## config.mk

```make
export PLATFORM = sky130hd
export DESIGN_NAME = addressed_command_frame_receiver
export DESIGN_NICKNAME = d
export VERILOG_FILES = /design/src/rtl/acfr_pkg.sv /design/src/rtl/acfr_front.sv /design/src/rtl/acfr_back.sv /design/src/rtl/addressed_command_frame_receiver.sv
export SDC_FILE = /design/constraint.sdc
export NUM_CORES = 1
export LEC_CHECK = 0
export BUFFER_PORTS_ARGS = -buffer_cell sky130_fd_sc_hd__buf_2
export CAP_MARGIN = 25
export CORE_UTILIZATION = 59
export DETAILED_ROUTE_END_ITERATION = 16
export GPL_ROUTABILITY_DRIVEN = 0
export HOLD_SLACK_MARGIN = 0.02
export MAX_ROUTING_LAYER = met4
export PLACE_DENSITY = 0.88
export SLEW_MARGIN = 20
export SYNTH_ARGS = -nofsm -noshare
export SYNTH_HDL_FRONTEND = slang
export SYNTH_SLANG_ARGS = --single-unit
```

## constraint.sdc

```tcl
create_clock -name clk -period 6.15 [get_ports clk]
set_clock_uncertainty 0.15 [all_clocks]
set_input_delay 0.3075 -clock clk [delete_from_list [all_inputs] [get_ports clk]]
set_output_delay 0.3075 -clock clk [all_outputs]
set_load 0.01 [all_outputs]
```

## src/rtl/acfr_pkg.sv

```systemverilog
// Types and constants of the addressed command frame receiver.
// No dependencies; imported by every module of the block.
package acfr_pkg;

	// Host event and received byte codes.
	localparam logic [1:0] OP_RX_BYTE   = 2'd0;
	localparam logic [1:0] OP_BEGIN     = 2'd1;
	localparam logic [1:0] OP_END       = 2'd2;
	localparam logic [1:0] OP_POP       = 2'd3;

	// Configuration register indexes.
	localparam logic CFG_OWN_ADDR   = 1'b0;
	localparam logic CFG_BCAST_ADDR = 1'b1;

	// Framing characters.
	localparam logic [7:0] CHAR_DOLLAR = 8'h24;
	localparam logic [7:0] CHAR_BANG   = 8'h21;

	// Command buffer geometry; the depth is a power of two.
	localparam int BUF_DEPTH = 64;
	localparam int PTR_W     = $clog2(BUF_DEPTH);
	localparam int CNT_W     = 7;

	// Queue between the front and the back.
	localparam int QDEPTH = 2;
	localparam int QPTR_W = 1;
	localparam int QCNT_W = 2;

	localparam logic [15:0] DROP_MAX = 16'hFFFF;

	typedef struct packed {
		logic [1:0] opcode;
		logic [7:0] rx_byte;
	} cmd_t;

	typedef struct packed {
		logic [7:0]  read_data;
		logic        read_valid;
		logic        byte_stored;
		logic        command_ready;
		logic        unit_addressed;
		logic        broadcast_command;
		logic        busy_processing;
		logic        overload_seen;
		logic [6:0]  fill_level;
		logic [15:0] overflow_count;
	} rsp_t;

	// A classified item as it sits in the queue.
	typedef struct packed {
		logic [1:0] opcode;
		logic [7:0] rx_byte;
		logic       is_dollar;
		logic       is_bang;
		logic       own_hit;
		logic       bcast_hit;
	} item_t;

endpackage

```

## src/rtl/acfr_front.sv

```systemverilog
// Front part of the command frame receiver: classifies beats and queues them.
// Depends on acfr_pkg.
module acfr_front import acfr_pkg::*; (
	input  logic       clk,
	input  logic       arst_n,
	input  logic [7:0] own_addr,
	input  logic [7:0] bcast_addr,
	input  logic       cmd_valid,
	output logic       cmd_ready,
	input  cmd_t       cmd,
	output logic       q_valid,
	output item_t      q_head,
	input  logic       q_deq
);

	item_t             item_d;
	item_t             ent_q [QDEPTH];
	logic [QPTR_W-1:0] wr_ptr_q;
	logic [QPTR_W-1:0] rd_ptr_q;
	logic [QCNT_W-1:0] cnt_q;
	logic              enq;
	logic              deq;

	// Classify the incoming byte against the framing characters and addresses.
	always_comb begin
		item_d.opcode    = cmd.opcode;
		item_d.rx_byte   = cmd.rx_byte;
		item_d.is_dollar = (cmd.rx_byte == CHAR_DOLLAR);
		item_d.is_bang   = (cmd.rx_byte == CHAR_BANG);
		item_d.own_hit   = (cmd.rx_byte == own_addr);
		item_d.bcast_hit = (cmd.rx_byte == bcast_addr);
	end

	assign cmd_ready = (cnt_q != QCNT_W'(QDEPTH));
	assign enq       = cmd_valid && cmd_ready;
	assign q_valid   = (cnt_q != '0);
	assign deq       = q_deq && q_valid;
	assign q_head    = ent_q[rd_ptr_q];

	// Queue storage.
	always_ff @(posedge clk) begin
		if (enq) begin
			ent_q[wr_ptr_q] <= item_d;
		end
	end

	// Queue pointers and occupancy.
	always_ff @(posedge clk or negedge arst_n) begin
		if (!arst_n) begin
			wr_ptr_q <= '0;
			rd_ptr_q <= '0;
			cnt_q    <= '0;
		end else begin
			if (enq) begin
				wr_ptr_q <= wr_ptr_q + 1'b1;
			end
			if (deq) begin
				rd_ptr_q <= rd_ptr_q + 1'b1;
			end
			if (enq && !deq) begin
				cnt_q <= cnt_q + 1'b1;
			end else if (deq && !enq) begin
				cnt_q <= cnt_q - 1'b1;
			end
		end
	end

endmodule

```

## src/rtl/acfr_back.sv

```systemverilog
// Back part of the command frame receiver: framing state, command buffer
// memory and the response register. Depends on acfr_pkg.
module acfr_back import acfr_pkg::*; (
	input  logic  clk,
	input  logic  arst_n,
	input  logic  q_valid,
	input  item_t q_head,
	output logic  q_deq,
	output logic  rsp_valid,
	input  logic  rsp_ready,
	output rsp_t  rsp
);

	logic [7:0]       mem_q [BUF_DEPTH];
	logic             expect_q, addressed_q, bcast_q, ready_q, proc_q, overload_q;
	logic [PTR_W-1:0] rp_q;
	logic [CNT_W-1:0] cnt_q;
	logic [15:0]      drop_q;

	logic             expect_d, addressed_d, bcast_d, ready_d, proc_d, overload_d;
	logic [PTR_W-1:0] rp_d;
	logic [CNT_W-1:0] cnt_d;
	logic [15:0]      drop_d;
	logic             take;
	logic             wr_en;
	logic             pop_ok;
	logic [PTR_W-1:0] wr_slot;
	logic             buf_full;
	rsp_t             rsp_d;
	rsp_t             rsp_s2;
	logic [7:0]       rdata_s2;
	logic             valid_s2;

	assign take     = q_valid && (!valid_s2 || rsp_ready);
	assign q_deq    = take;
	assign buf_full = (cnt_q == CNT_W'(BUF_DEPTH));
	assign wr_slot  = rp_q + cnt_q[PTR_W-1:0];

	// Next framing state for the item at the head of the queue.
	always_comb begin
		expect_d    = expect_q;
		addressed_d = addressed_q;
		bcast_d     = bcast_q;
		ready_d     = ready_q;
		proc_d      = proc_q;
		overload_d  = overload_q;
		rp_d        = rp_q;
		cnt_d       = cnt_q;
		drop_d      = drop_q;
		wr_en       = 1'b0;
		pop_ok      = 1'b0;
		unique case (q_head.opcode)
			OP_RX_BYTE: begin
				if (!expect_q) begin
					if (q_head.is_dollar && addressed_q) begin
						// End of frame: the dollar itself is not stored.
						ready_d     = 1'b1;
						addressed_d = 1'b0;
					end else begin
						if (q_head.is_bang) begin
							expect_d = 1'b1;
						end
						if (addressed_q) begin
							if (buf_full) begin
								if (drop_q != DROP_MAX) begin
									drop_d = drop_q + 16'd1;
								end
							end else begin
								wr_en = 1'b1;
								cnt_d = cnt_q + 1'b1;
							end
						end
					end
				end else begin
					// Address byte after a bang.
					expect_d = 1'b0;
					if (q_head.own_hit) begin
						if (proc_q) begin
							overload_d = 1'b1;
							rp_d       = '0;
							cnt_d      = '0;
							bcast_d    = 1'b0;
							proc_d     = 1'b0;
						end
						addressed_d = 1'b1;
					end
					if (q_head.bcast_hit) begin
						bcast_d     = 1'b1;
						addressed_d = 1'b1;
					end
				end
			end
			OP_BEGIN: begin
				proc_d  = 1'b1;
				ready_d = 1'b0;
			end
			OP_END: begin
				rp_d    = '0;
				cnt_d   = '0;
				bcast_d = 1'b0;
				proc_d  = 1'b0;
			end
			OP_POP: begin
				if (cnt_q != '0) begin
					pop_ok = 1'b1;
					rp_d   = rp_q + 1'b1;
					cnt_d  = cnt_q - 1'b1;
				end
			end
			default: begin
			end
		endcase
	end

	// Response fields other than the read data, which comes from the memory.
	always_comb begin
		rsp_d.read_data         = '0;
		rsp_d.read_valid        = pop_ok;
		rsp_d.byte_stored       = wr_en;
		rsp_d.command_ready     = ready_d;
		rsp_d.unit_addressed    = addressed_d;
		rsp_d.broadcast_command = bcast_d;
		rsp_d.busy_processing   = proc_d;
		rsp_d.overload_seen     = overload_d;
		rsp_d.fill_level        = cnt_d;
		rsp_d.overflow_count    = drop_d;
	end

	// Command buffer write port.
	always_ff @(posedge clk) begin
		if (take && wr_en) begin
			mem_q[wr_slot] <= q_head.rx_byte;
		end
	end

	// Response register with the registered buffer read.
	always_ff @(posedge clk) begin
		if (take) begin
			rsp_s2 <= rsp_d;
			if (pop_ok) begin
				rdata_s2 <= mem_q[rp_q];
			end else begin
				rdata_s2 <= 8'd0;
			end
		end
	end

	// Framing state and response valid.
	always_ff @(posedge clk or negedge arst_n) begin
		if (!arst_n) begin
			expect_q    <= 1'b0;
			addressed_q <= 1'b0;
			bcast_q     <= 1'b0;
			ready_q     <= 1'b0;
			proc_q      <= 1'b0;
			overload_q  <= 1'b0;
			rp_q        <= '0;
			cnt_q       <= '0;
			drop_q      <= '0;
			valid_s2    <= 1'b0;
		end else begin
			if (take) begin
				expect_q    <= expect_d;
				addressed_q <= addressed_d;
				bcast_q     <= bcast_d;
				ready_q     <= ready_d;
				proc_q      <= proc_d;
				overload_q  <= overload_d;
				rp_q        <= rp_d;
				cnt_q       <= cnt_d;
				drop_q      <= drop_d;
				valid_s2    <= 1'b1;
			end else if (rsp_ready) begin
				valid_s2 <= 1'b0;
			end
		end
	end

	assign rsp_valid = valid_s2;

	// The read data joins the other response fields at the port.
	always_comb begin
		rsp           = rsp_s2;
		rsp.read_data = rdata_s2;
	end

endmodule

```

## src/rtl/addressed_command_frame_receiver.sv

```systemverilog
// Top level of the addressed command frame receiver.
// Depends on acfr_pkg, acfr_front and acfr_back.

// Multidrop command receiver: takes one beat per clock while cmd_ready is high,
// either a received bus byte or a host event, and returns exactly one response
// beat for each. The sustained rate is one beat per cycle when nothing stalls,
// set by the framing update in the back part and its one write port plus one
// registered read port on the 64-byte command buffer. A beat's response goes
// through the queue and then the response register; the two-entry queue between
// the classifier and the framing logic lets either side stall on its own. The
// address registers may only be written while no beat is in flight.
module addressed_command_frame_receiver import acfr_pkg::*; (
	input  logic       clk,
	input  logic       arst_n,
	input  logic       cfg_we,
	input  logic       cfg_index,
	input  logic [7:0] cfg_data,
	input  logic       cmd_valid,
	output logic       cmd_ready,
	input  cmd_t       cmd,
	output logic       rsp_valid,
	input  logic       rsp_ready,
	output rsp_t       rsp
);

	logic [7:0] own_addr_q;
	logic [7:0] bcast_addr_q;
	logic       q_valid;
	logic       q_deq;
	item_t      q_head;

	// Address registers.
	always_ff @(posedge clk or negedge arst_n) begin
		if (!arst_n) begin
			own_addr_q   <= 8'd1;
			bcast_addr_q <= 8'd0;
		end else if (cfg_we) begin
			unique case (cfg_index)
				CFG_OWN_ADDR:   own_addr_q   <= cfg_data;
				CFG_BCAST_ADDR: bcast_addr_q <= cfg_data;
				default: begin
				end
			endcase
		end
	end

	acfr_front u_front (
		.clk        (clk),
		.arst_n     (arst_n),
		.own_addr   (own_addr_q),
		.bcast_addr (bcast_addr_q),
		.cmd_valid  (cmd_valid),
		.cmd_ready  (cmd_ready),
		.cmd        (cmd),
		.q_valid    (q_valid),
		.q_head     (q_head),
		.q_deq      (q_deq)
	);

	acfr_back u_back (
		.clk       (clk),
		.arst_n    (arst_n),
		.q_valid   (q_valid),
		.q_head    (q_head),
		.q_deq     (q_deq),
		.rsp_valid (rsp_valid),
		.rsp_ready (rsp_ready),
		.rsp       (rsp)
	);

endmodule

```

## After elaboration in Yosys (flattened, before gate mapping)

Memory sizes are Yosys's and may differ from the RTL's. A register that Yosys moved wholly into a read port is not among the register bits.
Cells that the tools add are included.

| cells by class | value |
|---|---|
| add/sub/neg operators | 9 |
| equality and inequality tests | 14 |
| multiplexer cells | 57 |
| bitwise operators | 1 |
| reductions and logical operators | 22 |

Operator list:

| kind | count |
|---|---|
| 16-bit two-way mux | 6 |
| 7-bit two-way mux | 7 |
| 1-bit two-way mux | 33 |
| 6-bit two-way mux | 4 |
| 7-bit one-hot mux with 3 select lines | 1 |
| 6-bit one-hot mux with 3 select lines | 1 |
| 16-bit by 1-bit adder with 16-bit output (second input constant) | 1 |
| 8-bit by 6-bit == test with 1-bit output (second input constant) | 2 |
| 8-bit == test | 2 |
| 16-bit inequality test (second input constant) | 1 |
| 7-bit by 1-bit adder with 7-bit output (second input constant) | 1 |
| 7-bit == test (second input constant) | 1 |
| 1-bit logical AND | 7 |
| 7-bit nonzero test | 1 |
| 7-bit by 1-bit subtractor with 7-bit output (second input constant) | 1 |
| 6-bit by 1-bit adder with 6-bit output (second input constant) | 1 |
| 6-bit adder | 1 |
| 2-bit by 1-bit inequality test with 1-bit output (second input constant) | 3 |
| 2-bit AND reduction | 3 |
| 6-bit AND reduction | 1 |
| 2-bit nonzero test | 3 |
| 2-bit == test (second input constant) | 2 |
| 1-bit zero test | 4 |
| 2-bit two-way mux | 2 |
| 11 further kinds | 14 |

| word-level totals | value |
|---|---|
| register bits | 86 |
| RAM bits | 540 |
| input bits | 24 |
| output and inout bits | 40 |
| memories kept | 2 |

Memories:

| memory | depth | width | read ports | clocked after Yosys merged registers in | wr ports | line | text |
|---|---|---|---|---|---|---|---|
| u_back.mem_q | 64 | 8 | 1 | 1 | 1 | acfr_back.sv:14 | `logic [7:0] mem_q [BUF_DEPTH];` |
| u_front.ent_q | 2 | 14 | 1 | 0 | 1 | acfr_front.sv:17 | `item_t ent_q [QDEPTH];` |

## Longest topological paths before layout

Gate-level depths: netlist of the first run.

| logic depth | value |
|---|---|
| depth after elaboration | 9 |
| gate-level depth with buffers | 10 |
| depth with buffers taken out | 8 |

## Cells and area by module

A second synthesis of the first run with hierarchy kept.

| unflattened totals | value |
|---|---|
| cell total of the unflattened synthesis | 1431 |
| area total of the unflattened synthesis | 26004.9 um^2 |

By module, submodules not included:

| module | times used | cells an instance | area each (um^2) |
|---|---|---|---|
| acfr_back | 1 | 1307 | 23927.9 |
| acfr_front | 1 | 89 | 1433.9 |
| addressed_command_frame_receiver | 1 | 35 | 643.1 |

## Least setup slack after synthesis of the first run

OpenSTA, ideal clock, no wires.

| timing path | value |
|---|---|
| kind | register to register |
| start | register u_back.cnt_q[0] |
| end | memory u_back.mem_q[30][0] (enable) |
| data arrival time | 2660 ps |
| required time | 5617 ps |
| slack | 2957 ps |
| cell stages (with the launch flop) | 10 |
| clock period less this slack | 3193 ps |
| cells stage by stage | dfrtp_1 -> clkbuf_1 -> inv_1 -> ha_1 -> nor3b_1 -> and3_1 -> clkbuf_1 -> nor4_4 -> nand3_1 -> nor3_1 |

| between the ends | value |
|---|---|
| longest elaborated chain between the ends | 9 |
| elaborated cells between the ends (all ways) | 10 |

RTL lines:

| item | line | text |
|---|---|---|
| from (decl) | acfr_back.sv:17 | `logic [CNT_W-1:0] cnt_q;` |
| from (signal assigned) | acfr_back.sv:170 | `cnt_q <= cnt_d;` |
| 7-bit == test | acfr_back.sv:36 | `assign buf_full = (cnt_q == CNT_W'(BUF_DEPTH));` |
| 1-bit two-way mux | acfr_back.sv:64 | `if (buf_full) begin` |
| 1-bit two-way mux | acfr_back.sv:63 | `if (addressed_q) begin` |
| 1-bit two-way mux | acfr_back.sv:55 | `if (q_head.is_dollar && addressed_q) begin` |
| 1-bit two-way mux | acfr_back.sv:54 | `if (!expect_q) begin` |
| 1-bit two-way mux | acfr_back.sv:52 | `unique case (q_head.opcode)` |
| 1-bit logical AND | acfr_back.sv:131 | `if (take && wr_en) begin` |
| 1-bit two-way mux | acfr_back.sv:131 |  |
| 1-bit two-way mux (implied by the code) | acfr_back.sv:132 | `mem_q[wr_slot] <= q_head.rx_byte;` |
| to (decl) | acfr_back.sv:14 |  |

Several ways; a longest one is shown, not always the timed one.

## Final worst setup path of the first run

| timing path | value |
|---|---|
| start | register u_front.rd_ptr_q |
| end | memory u_back.mem_q[6][6] (enable) |

| between the ends | value |
|---|---|
| longest elaborated chain between the ends | 8 |
| elaborated cells between the ends (all ways) | 9 |

RTL lines:

| item | line | text |
|---|---|---|
| from (decl) | acfr_front.sv:19 | `logic [QPTR_W-1:0] rd_ptr_q;` |
| from (signal assigned) | acfr_front.sv:58 | `rd_ptr_q <= rd_ptr_q + 1'b1;` |
| memory 2 x 14 bit * | n/a |  |
| 1-bit logical AND | acfr_back.sv:55 |  |
| 1-bit two-way mux | acfr_back.sv:55 |  |
| 1-bit two-way mux | acfr_back.sv:54 |  |
| 1-bit two-way mux * | acfr_back.sv:52 |  |
| 1-bit logical AND * | acfr_back.sv:131 |  |
| 1-bit two-way mux * | acfr_back.sv:131 |  |
| 1-bit two-way mux (implied by the code) * | acfr_back.sv:132 |  |

Every way passes the cells marked *; elsewhere a longest branch is shown, timed or not.

==> results.yml, run 1 <==
outcome:
  status: "completed"
floorplan:
  fp.dieW_um: 212
  die_area_mm2: 0.0450
  rows: 76
  io_pins: 64
  fp.coreArea_mm2: 0.0433
  die_y_um: 212
  start_util_pct: 60.2
synthesis:
  ys.flop_type: "edfxtp_1"
  ys_ff_latch: 634
  ys_async_sr_fraction_pct: 8.83
  syn_area_per_cell_um2: 17.9
  syn_nets: 1486
  seq_area_frac_synth_pct: 72.1
  synth_xor_area_share_pct: 1.78
  synth_compound_area_share_pct: 4.24
  synth_fa_ha_area_share_pct: 0.558
  yosys.area_share.simple_pct: 6.70
  ys_types: 79
  syn_area_mm2: 0.0260
  syn_inst: 1451
  synth_edf_count: 578
  yosys-mux-area-fraction_pct: 13.1
  yosys_warnings: 0
  synth_top_family_by_area: "multiplexers"
flow_run:
  cap_violations: 0
global_routing:
  antenna_found_initial: 3
  grt_pass1_vias: 15200
  overflow: 0
  grt_usage_pct: 31.7
  grt_pass1_wl_um: 99400
  grt_max_degree: 73
detailed_routing:
  drt-pass1-iter-count: 6
  viasPerCell: 7.08
  first_iter_violations: 2812
  vias: 15600
  detail_route.wl_per_cell_um: 30.6
  wl_um: 67500
  drc_errors: 0
  drt.antenna.violating_nets: 0
finish:
  area_delta_synth_final_pct: 12.4
  drive_gt1_share_pct: 26.2
  fin_nets: 1607
  multi_input_area_mm2: 0.00700
  nFillCells: 2481
  final_cells: 2203
  final-seq-area_mm2: 0.0188
sta:
  fmax_mhz: 218
  setup_viol: 0
  period_needed_ns: 4.59
  rsz0062_at_grt: "no"
  hold_viol_final: 0
  maxSlewHeadroom_pct: 26.2
  slew_violations: 0
  max_slew.worst_pin.slew_ns: 1.10
  post-route-period-util_pct: 74.7
  tns_ns: 0
clocking:
  ctsResizeCount: 0
  cts.clk_slew.worst_paths_ns: 0.07
  cts_tree: "built"
  cts_sinks: 634
  clk_latency_ns: 0.62
  cts_setup_buffers: 0
  cts_buffers: 57
  cts_buffer_depth: 3
  ctsHtreeMaxLevel: 2
  root_buffer: "clkbuf_16"
setup_path:
  arrival_ns: 4.76
  crit_fanout: 24
  cp-start-kind: "register"
  cp.required_ns: 6.32
  worstSetupPathType: "register to register"
  crit_path_end_kind: "register"
worst_hold_path:
  hp-class: "input pin to register"
placement:
  port_buffers: 63
  place_inst: 2059
  place_hpwl_um: 37100
power_and_ir_drop:
  p_leak_nw: 9.43
  cellPowerDensity_mw_per_mm2: 430
  vdd.ir_drop.worst_mv: 0.266
[layer usage]
metal	GRT usage [%]	share of wire (%)	up-vias
met5	-	0	-
met3	7.47	13	324
met1	39.6	33	7648
li1	-	-	6129
met2	49.5	49	1492
met4	15.2	5.6	0
[cell type report]
cell class,instances,area share (%)
Timing Repair Buffer,140,3.08
Clock buffer,69,5.17
Inverter,18,0.231
Sequential cell,634,64.1
Multi-Input combinational cell,721,23.9
Antenna cell,3,0.0257
Tap cell,585,2.50
Clock inverter,33,0.945
[path summary, 6_finish.rpt]
kind	startpoint	to	slack, ns	cells after the start
min	cfg_index	own_addr_q[1]	0.10	3
max reg2reg	u_front.rd_ptr_q	u_back.mem_q[6][6]	1.56	6
min reg2reg	u_back.bcast_q	u_back.bcast_q	0.34	2
max in group asynchronous	arst_n	u_back.rp_q[0]	5.01	3
max	u_front.rd_ptr_q	u_back.mem_q[6][6]	1.56	6
min in group asynchronous	arst_n	bcast_addr_q[0]	0.25	3
[kinds of logic after synthesis]
kind of cell	Yosys count
AO/OA/AOI/OAI	154
XOR/XNOR	53
adder cells (fa/ha/maj)	11
buffers and inverters	96
flip-flops	634
multiplexers	180
AND/OR/NAND/NOR	323
[synthesized netlist by cell type (8+ instances only)]
master    count  area (um^2)
inv_1        17         63.8
nor2_1       54          203
nor2b_1       8         50.1
edfxtp_1    578        17400
mux2_2       45          507
clkbuf_1     44          165
or4_1        10         75.1
nand3_1      20          100
xor2_1       14          123
o21ai_0      26          130
nand4_1      14         87.6
a211oi_1      9         67.6
nand2b_1     15         93.8
nor3_1       91          455
xnor2_1      39          342
nor4_1       10         62.6
mux2i_1      11          110
dfrtp_1      55         1380
a21oi_1      23          115
and3_1        9         56.3
ha_1         10          125
nand2_1      48          180
buf_2        20          100
o22ai_1      33          206
mux4_2      123         2770
[metrics by stage]
stage / hold WS (ns) / util [%] / power (mW) / cell area, um^2 / setup slack, ns
after global routing: 0.123 / 67.6 / 12.9 / 29300 / 1.38
after global placement: 0.302 / 62.5 / 8.84 / 27000 / 1.97
final: 0.102 / 67.6 / 12.6 / 29300 / 1.56
after CTS: 0.0688 / 67.1 / 12.4 / 29000 / 1.68
after detailed placement: 0.322 / 62.5 / 8.97 / 27000 / 1.76
after floorplan: -0.138 / - / 7.88 / 26000 / 2.96
[power breakdown]
group	total (mW)	internal, mW	switching, mW
Clock	3.51	1.92	1.59
Combinational	3.34	1.17	2.17
Sequential	5.74	5.43	0.314
Total	12.6	8.51	4.08
[sequential cells by signal (all words and copies together) (netlist names)]
| register | cells |
|---|---|
| bcast_addr_q | 8 |
| own_addr_q | 8 |
| u_back.addressed_q | 1 |
| u_back.bcast_q | 1 |
| u_back.cnt_q | 7 |
| u_back.drop_q | 16 |
| u_back.expect_q | 1 |
| u_back.mem_q | 512 |
| u_back.overload_q | 1 |
| u_back.proc_q | 1 |
| u_back.rdata_s2 | 8 |
| u_back.ready_q | 1 |
| u_back.rp_q | 6 |
| u_back.rsp | 30 |
| u_back.rsp_valid | 1 |
| u_front.cnt_q | 2 |
| u_front.ent_q | 28 |
| u_front.rd_ptr_q | 1 |
| u_front.wr_ptr_q | 1 |
[worst max-delay path, stage by stage, from the launching register on]
cell,delay [ns]
dfrtp_1,1.05
nor3b_1,0.49
o2111ai_2,0.39
nor4_4,0.43
nand3_1,0.72
nor3_1,0.77
clkbuf_2,0.29
[what timing repair did]
item,4_1_cts,5_1_grt
hold endpoints to repair,97,0
hold buffers,21,0
endpoints found under the setup margin,0,0
[cells in the final DEF (no fill, tap or decap), types with 21 or more instances in the layout]
cell           count
a21oi_1           23
buf_2             70
buf_4             38
clkbuf_16         59
dfrtp_1           52
dlygate4sd3_1     21
edfxtp_1         578
mux2_2            45
mux4_2           123
nand2_1           48
nor2_1            54
nor3_1            64
nor3_2            29
o21ai_0           25
o22ai_1           33
xnor2_1           39
Power figures use the tool's default switching activity.
==> run 2: changes to the inputs <==
Settings changed: CORE_UTILIZATION 59 to 56, PLACE_DENSITY 0.88 to 0.87.
Clock period 6.15 ns to 3.9 ns, I/O delays scaled along.
==> results.yml, run 2 (synthesized netlist as in run 1, its figures left out) <==
floorplan:
  fp.coreArea_mm2: 0.0456
  die_y_um: 218
  rows: 78
  fp.dieW_um: 218
  start_util_pct: 57.1
  die_area_mm2: 0.0474
  io_pins: 64
finish:
  final-seq-area_mm2: 0.0188
  final_common_cell: "edfxtp_1"
  largest_reg_flops: 512
  final_util_pct: 65.0
  final_cell_mix: "edfxtp_1, mux4_2, buf_4"
  area_delta_synth_final_pct: 13.7
  multi_input_area_mm2: 0.00686
  regMostFlops: "u_back.mem_q"
  drive_gt1_share_pct: 26.2
  nFillCells: 2768
  fin_nets: 1656
  final_cells: 2265
detailed_routing:
  detail_route.wl_per_cell_um: 28.4
  drt.antenna.violating_nets: 0
  vias: 15600
  drt-pass1-iter-count: 7
  viasPerCell: 6.89
  wl_um: 64300
  drc_errors: 0
  first_iter_violations: 2412
sta:
  rsz0062_at_grt: "no"
  maxSlewHeadroom_pct: 36.7
  timing.hold.ws_ns: 0.111
  tns_ns: 0
  slew_violations: 0
  fmax_mhz: 280
  setup_viol: 0
  hold_viol_final: 0
  period_needed_ns: 3.57
  max_slew.worst_pin.slew_ns: 0.949
  post-route-period-util_pct: 91.5
global_routing:
  antenna_found_initial: 1
  grt_usage_pct: 28.8
  overflow: 0
  grt_pass1_vias: 15500
  grt_max_degree: 113
  grt_pass1_wl_um: 97500
setup_path:
  critPathTopFamily: "simple AND/OR/NAND/NOR gates"
  cp_cell_sequence: "ha_1 > fa_1 > a21o_1 > a21oi_1 > xor2_1 > nand2_1 > nor3_1 > buf_4"
  crit_buf_inv: 1
  critPathMaxStageDelay_ns: 0.53
  cp.required_ns: 4.11
  reg2reg_depth: 8
  arrival_ns: 3.78
  crit_fanout: 16
  r2r_start: "u_back.cnt_q[0]"
  worstSetupPathType: "register to register"
  cp-start-kind: "register"
  r2r_end: "u_back.mem_q[40][4]"
  r2r_slack_ns: 0.33
  crit_path_end_kind: "register"
  slowest_stage: "nand2_1"
clocking:
  cts_tree: "built"
  cts.clk_slew.worst_paths_ns: 0.07
  cts_hold_buf: 28
  cts_buffer_depth: 3
  cts_buffers: 58
  clk_latency_ns: 0.64
  root_buffer: "clkbuf_16"
  ctsResizeCount: 0
  ctsHtreeMaxLevel: 2
  cts_setup_buffers: 0
  cts_sinks: 634
power_and_ir_drop:
  cellPowerDensity_mw_per_mm2: 668
  p_leak_nw: 9.70
  vdd.ir_drop.worst_mv: 0.507
placement:
  place_inst: 2133
  place_hpwl_um: 38100
  port_buffers: 63
worst_hold_path:
  hp-class: "input pin to asynchronous set/reset pin"
outcome:
  status: "completed"
flow_run:
  cap_violations: 0
[run 2: layout make-up]
class / instances / share of cell area (%)
diodes: 1 / 0.00845
clock buffers: 78 / 5.22
clock inverters: 25 / 0.790
inverters: 18 / 0.228
multi-input cells: 721 / 23.2
flip-flops and latches: 634 / 63.4
well taps: 600 / 2.54
repair buffers: 188 / 4.64
[run 2: metrics by stage]
step	area [um^2]	worst slack, ns	power (mW)
2_1_floorplan	26000	0.707	12.4
3_3_place_gp	27500	0.560	14.0
3_5_place_dp	27500	0.439	14.2
4_1_cts	29600	0.418	19.7
5_1_grt	29600	0.248	20.3
6_report	29600	0.330	19.8
[run 2: how the worst max path moves through the flow]
stage	from	endpoint	slack [ns]	depth (start not counted)
after CTS	u_back.cnt_q[0]	u_back.mem_q[40][6]	0.42	8
final	u_back.cnt_q[0]	u_back.mem_q[40][4]	0.33	8
after global routing	u_back.cnt_q[0]	u_back.mem_q[40][6]	0.25	8
after detailed placement	u_back.cnt_q[0]	u_back.mem_q[40][6]	0.44	8
after floorplan	u_back.cnt_q[0]	u_back.mem_q[30][0]	0.71	9
after global placement	u_back.cnt_q[0]	u_back.mem_q[40][3]	0.56	8
[run 2: metal layers]
metal / GRT usage [%] / part of all wire, %
met1: 35.6 / 34
met3: 6.93 / 12
met5: - / 0
met4: 12.3 / 5.1
met2: 45.7 / 49
[run 2: report_power, final]
group / switching (mW) / total [mW] / internal, mW
combinational: 3.56 / 5.49 / 1.93
sequential: 0.287 / 8.84 / 8.56
clock: 2.41 / 5.45 / 3.03
[run 2: worst register-to-register path, stage by stage, from the launching register on]
cell	delay [ns]
dfrtp_1	0.48
ha_1	0.27
fa_1	0.43
a21o_1	0.18
a21oi_1	0.28
xor2_1	0.25
nand2_1	0.53
nor3_1	0.54
buf_4	0.22
